File: src/rtl/lhs_pkg.sv
// Shared constants, payload types and control structs for the hash set
`default_nettype none
package lhs_pkg;

  localparam int SLOTS      = 1024;
  localparam int SLOT_BITS  = $clog2(SLOTS);
  localparam int SIZE_BITS  = SLOT_BITS + 1;
  localparam int KEY_BITS   = 32;
  localparam int IDX_BITS   = $clog2(KEY_BITS);
  localparam int MIN_SIZE   = 10;
  localparam int SIZE_RESET = 1024;

  localparam logic ACT_FIND   = 1'b0;
  localparam logic ACT_INSERT = 1'b1;

  typedef struct packed {
    logic                action;
    logic [KEY_BITS-1:0] key;
  } in_item_t;

  typedef struct packed {
    logic                 was_present;
    logic [SLOT_BITS-1:0] slot;
    logic                 table_full;
    logic [SIZE_BITS-1:0] occupied;
    logic                 load_over_half;
  } out_item_t;

  typedef struct packed {
    logic                used;
    logic [KEY_BITS-1:0] key;
  } entry_t;

  // controller -> datapath
  typedef struct packed {
    logic clear_step;
    logic load;
    logic div_step;
    logic probe_start;
    logic check;
    logic emit;
  } lhs_cmd_t;

  // datapath -> controller
  typedef struct packed {
    logic clear_last;
    logic div_last;
    logic probe_end;
    logic out_free;
  } lhs_status_t;

endpackage
`default_nettype wire

File: src/rtl/lhs_ctrl.sv
// Sequencer for clearing, remainder, probe and result steps
`default_nettype none
module lhs_ctrl (
  input  logic                 clk,
  input  logic                 rst,
  input  logic                 in_valid,
  output logic                 in_stall,
  input  lhs_pkg::lhs_status_t status,
  output lhs_pkg::lhs_cmd_t    cmd
);
  import lhs_pkg::*;

  typedef enum logic [6:0] {
    ST_CLEAR  = 7'b0000001,
    ST_IDLE   = 7'b0000010,
    ST_DIVIDE = 7'b0000100,
    ST_SETUP  = 7'b0001000,
    ST_READ   = 7'b0010000,
    ST_CHECK  = 7'b0100000,
    ST_RESULT = 7'b1000000
  } state_t;

  state_t state, state_next;

  always_ff @(posedge clk) begin
    if (rst) begin
      state <= ST_CLEAR;
    end else begin
      state <= state_next;
    end
  end

  assign in_stall = (state != ST_IDLE);

  always_comb begin
    state_next = state;
    cmd        = '0;
    unique case (state)
      ST_CLEAR: begin
        cmd.clear_step = 1'b1;
        if (status.clear_last) state_next = ST_IDLE;
      end
      ST_IDLE: begin
        if (in_valid) begin
          cmd.load   = 1'b1;
          state_next = ST_DIVIDE;
        end
      end
      ST_DIVIDE: begin
        cmd.div_step = 1'b1;
        if (status.div_last) state_next = ST_SETUP;
      end
      ST_SETUP: begin
        cmd.probe_start = 1'b1;
        state_next      = ST_READ;
      end
      // read data for the current slot lands at the end of this cycle
      ST_READ: begin
        state_next = ST_CHECK;
      end
      ST_CHECK: begin
        cmd.check  = 1'b1;
        state_next = status.probe_end ? ST_RESULT : ST_READ;
      end
      ST_RESULT: begin
        if (status.out_free) begin
          cmd.emit   = 1'b1;
          state_next = ST_IDLE;
        end
      end
      default: state_next = ST_CLEAR;
    endcase
  end

endmodule
`default_nettype wire

File: config.mk
export PLATFORM = sky130hd
export DESIGN_NAME = lhs_ctrl
export DESIGN_NICKNAME = d
export VERILOG_FILES = /design/src/rtl/lhs_pkg.sv /design/src/rtl/lhs_ctrl.sv
export SDC_FILE = /design/constraint.sdc
export NUM_CORES = 1
export LEC_CHECK = 0
export ABC_AREA = 1
export BUFFER_PORTS_ARGS = -buffer_cell sky130_fd_sc_hd__buf_4
export CAP_MARGIN = 20
export CELL_PAD_IN_SITES_DETAIL_PLACEMENT = 1
export CELL_PAD_IN_SITES_GLOBAL_PLACEMENT = 2
export CORE_MARGIN = 4
export CORE_UTILIZATION = 25
export DETAILED_ROUTE_END_ITERATION = 8
export PLACE_DENSITY = 0.75
export SYNTH_ARGS = -nofsm -noshare
export SYNTH_HDL_FRONTEND = slang
export SYNTH_SLANG_ARGS = --single-unit
export TNS_END_PERCENT = 100
File: constraint.sdc
create_clock -name clk -period 2.45 [get_ports clk]
set_input_delay 0.245 -clock clk [delete_from_list [all_inputs] [get_ports clk]]
set_output_delay 0.245 -clock clk [all_outputs]
set_load 0.02 [all_outputs]
==> results.md <==
* DRT Pass-1 Iters at 3
* Combinational family with the most area after synthesis: simple AND/OR/NAND/NOR gates
* Layout fillers at approximately 240
* First DRT Iteration DRCs at 4
* Synth Area in Adders at 0%
* Synth warn at 0
* Synth Area in XOR/XNOR at 0%
* Tmin final at roughly 1800 ps
* Vias in the first global route at approximately 500
* Layout net count at 96
* Leading cell type in the layout, fill and taps excluded: nor2_1
* Post-Synth Simple-Gate Area at approximately 54%
* Number of synthesized register bits at 7
* Sw Share at roughly 45%
* P_int at ~300 µW
* Post-synth top area cell: dfxtp_1
* Clock transition at the registers of the reported paths at 60 ps
* Top reg by flops: state
* Ports at 14
* Top post-synthesis cells by area: dfxtp_1, nor2_1, nand2_1
* Tot GR Track Use at 11.6%
* Share of layout cells above drive strength 1 at a little over a third
* Status: finished clean
* Power share of the combinational group at 53.0%
* Crit path required time at 2200 ps
* TritonCTS sink count at 7
* Largest regs: state (7)
* Detail Placement HPWL at 1.07 mm
* First-pass GRT wire length at roughly 2.2 mm
* Top-area cell type share of the netlist area at 30.9%
* Clock root cell: clkbuf_4
* Vias/cell at between 4 and 5
* Seq/Total Area, Yosys at between 30% and 40%
* Hold Buf Count CTS at 0
* P&R area growth vs syn at 34.4%
* Cts repair resizes at 0
* Worst path slowest cell: nor3_1
* Largest net degree at the start of global routing at 6
* Crit path DAT at roughly 1500 ps
* Die ar. at between 2000 and 3000 µm²
* Detailed Route WL at around 1.2 mm
* Max IR drop VDD at between 200 and 300 µV
* WL/cell at between 10 and 15 µm
* Syn nets at 78
* GR Overflow Total at 0
* Netlist cell types at 19
* Clock buffer depth at 2
* RSZ-0062 raised after global routing: false
* Antenna viol nets, final at 0
* Die Wd at between 50 and 60 µm
* Hold slack final at ~170 ps
* FP Rows at 15
* Worst-skew pair later-pin latency at between 200 and 300 ps
* Lkg Pwr at ~0.00032 µW
* Crit path kind: flop to output port
* Routability cong. at approximately 0.77
* Largest register FFs at 7
* Worst R2R Path Depth at 6
* Clock Skew at between 10 and 15 ps
* Setup TNS at 0 ps
* Final setup fails at 0
* Synthesized area at 454 µm²
* Post-Syn Area per Cell at approximately 6.4 µm²
* Net load switching power at 243 µW
* Die Ht at 50.6 µm
* CP endpoint kind: output port
* Commonest non-fill, non-tap cells in the layout: nor2_1, buf_4, nand2_1
* Seq pwr share at approximately 28%
* Slew @ Worst Pin at roughly 440 ps
* Crit-path max cell delay at about 380 ps
* Core area at 1730 µm²
* ANT cells at 0
* CP cell instances: inv_2 > nand3_2 > nor3_1 > inv_1 > nor2_1 > buf_4
* Worst hold stages at 2
* Setup Fix Bufs, Post-CTS at 0
* Compound-Gate Fraction of Synth Area at 3.31%
* Rel. slew slack at roughly 71%
* Worst min-delay path class: input pin to flop
* PD cells at 893 nW/µm²
* Cts bufs inserted at 3
* Tcrit/Tclk final at around 73%
* Initial Utilization at between 20% and 30%
* # DRC at 0
* Antenna violations before repair at 0
* Max Cap Violations at 0
* Post-synthesis mux area share at 0%
* IO Port Bufs at 13
* Max Slew Vio Count at 0
* Nature of the critical path startpoint: flop
* Max Fanout on Critical Path at 4
* Clock power share at about a fifth
* Synth Instances at just over 70
* Via count at about 490
* Final Hold Fails at 0
* CTS tree: built
* H-tree depth at 1
* Fmax at roughly 0.56 GHz
path summary, 6_finish.rpt:
kind	from	end	slack (ps)
worst max-delay path	state[6]	cmd[4]	660
worst min-delay path	rst	state[6]	170
worst max register to register	state[6]	state[0]	1160
worst min register to register	state[1]	state[1]	500
cells by family (layout without fill, tap and decap cells):
kind of cell | count (synthesis) | count (layout)
and+or+nand+nor | 47 | 47
buffers and inverters | 14 | 31
DFF | 7 | 7
AOI/OAI and AO/OA | 3 | 3
worst max-delay path: cells and delay by family (launching register included):
| family | cells | cell delay [ps] |
|---|---|---|
| buffers and inverters | 3 | 350 |
| and+or+nand+nor | 3 | 620 |
| DFF | 1 | 320 |
metal layers:
layer | share of wire (%) | track usage, % | vias up
li1 | - | - | 257
met1 | 48 | 14.8 | 222
met2 | 46 | 17.4 | 10
met3 | 4.6 | 2.08 | 4
met4 | 1.7 | 8.07 | 0
met5 | 0 | 0 | -
cell type report:
cell class | instances | area [µm²] | share of cell area (%)
clock buffer | 3 | 22.5 | 3.69
clock inverter | 1 | 5.00 | 0.820
inverter | 14 | 52.6 | 8.61
multi-input combinational | 50 | 262 | 42.8
sequential | 7 | 140 | 23.0
tap | 25 | 31.3 | 5.12
timing repair buffer | 13 | 97.6 | 16.0
synthesized netlist by cell type:
cell	instances
nand2_1	12
nand3_2	1
nand4_1	2
o21ai_1	1
a21oi_1	2
nor2_4	1
dfxtp_1	7
nor2_2	2
nand2_2	2
nor2_1	14
nor3_1	3
and3_1	1
nand3_1	4
inv_2	6
nor3_2	1
nor4_2	1
nand2_4	1
inv_1	8
nand3b_1	2
stage by stage:
stage	worst slack, ps	std cells	util (%)	cell area [µm²]	total power (µW)
finish	660	113	35.4	611	546
global route	534	113	35.4	611	608
CTS	641	113	35.4	611	556
detailed placement	934	109	33.8	583	446
global placement	918	109	33.8	583	445
floorplan	982	71	-	454	360
power by group through the flow:
stage / Sequential, µW / Combinational [µW] / Clock, µW
finish: 151 / 289 / 105
global route: 158 / 333 / 118
CTS: 152 / 293 / 111
detailed placement: 155 / 290 / 0
global placement: 154 / 291 / 0
floorplan: 151 / 209 / 0
Power figures use the tool's default switching activity.
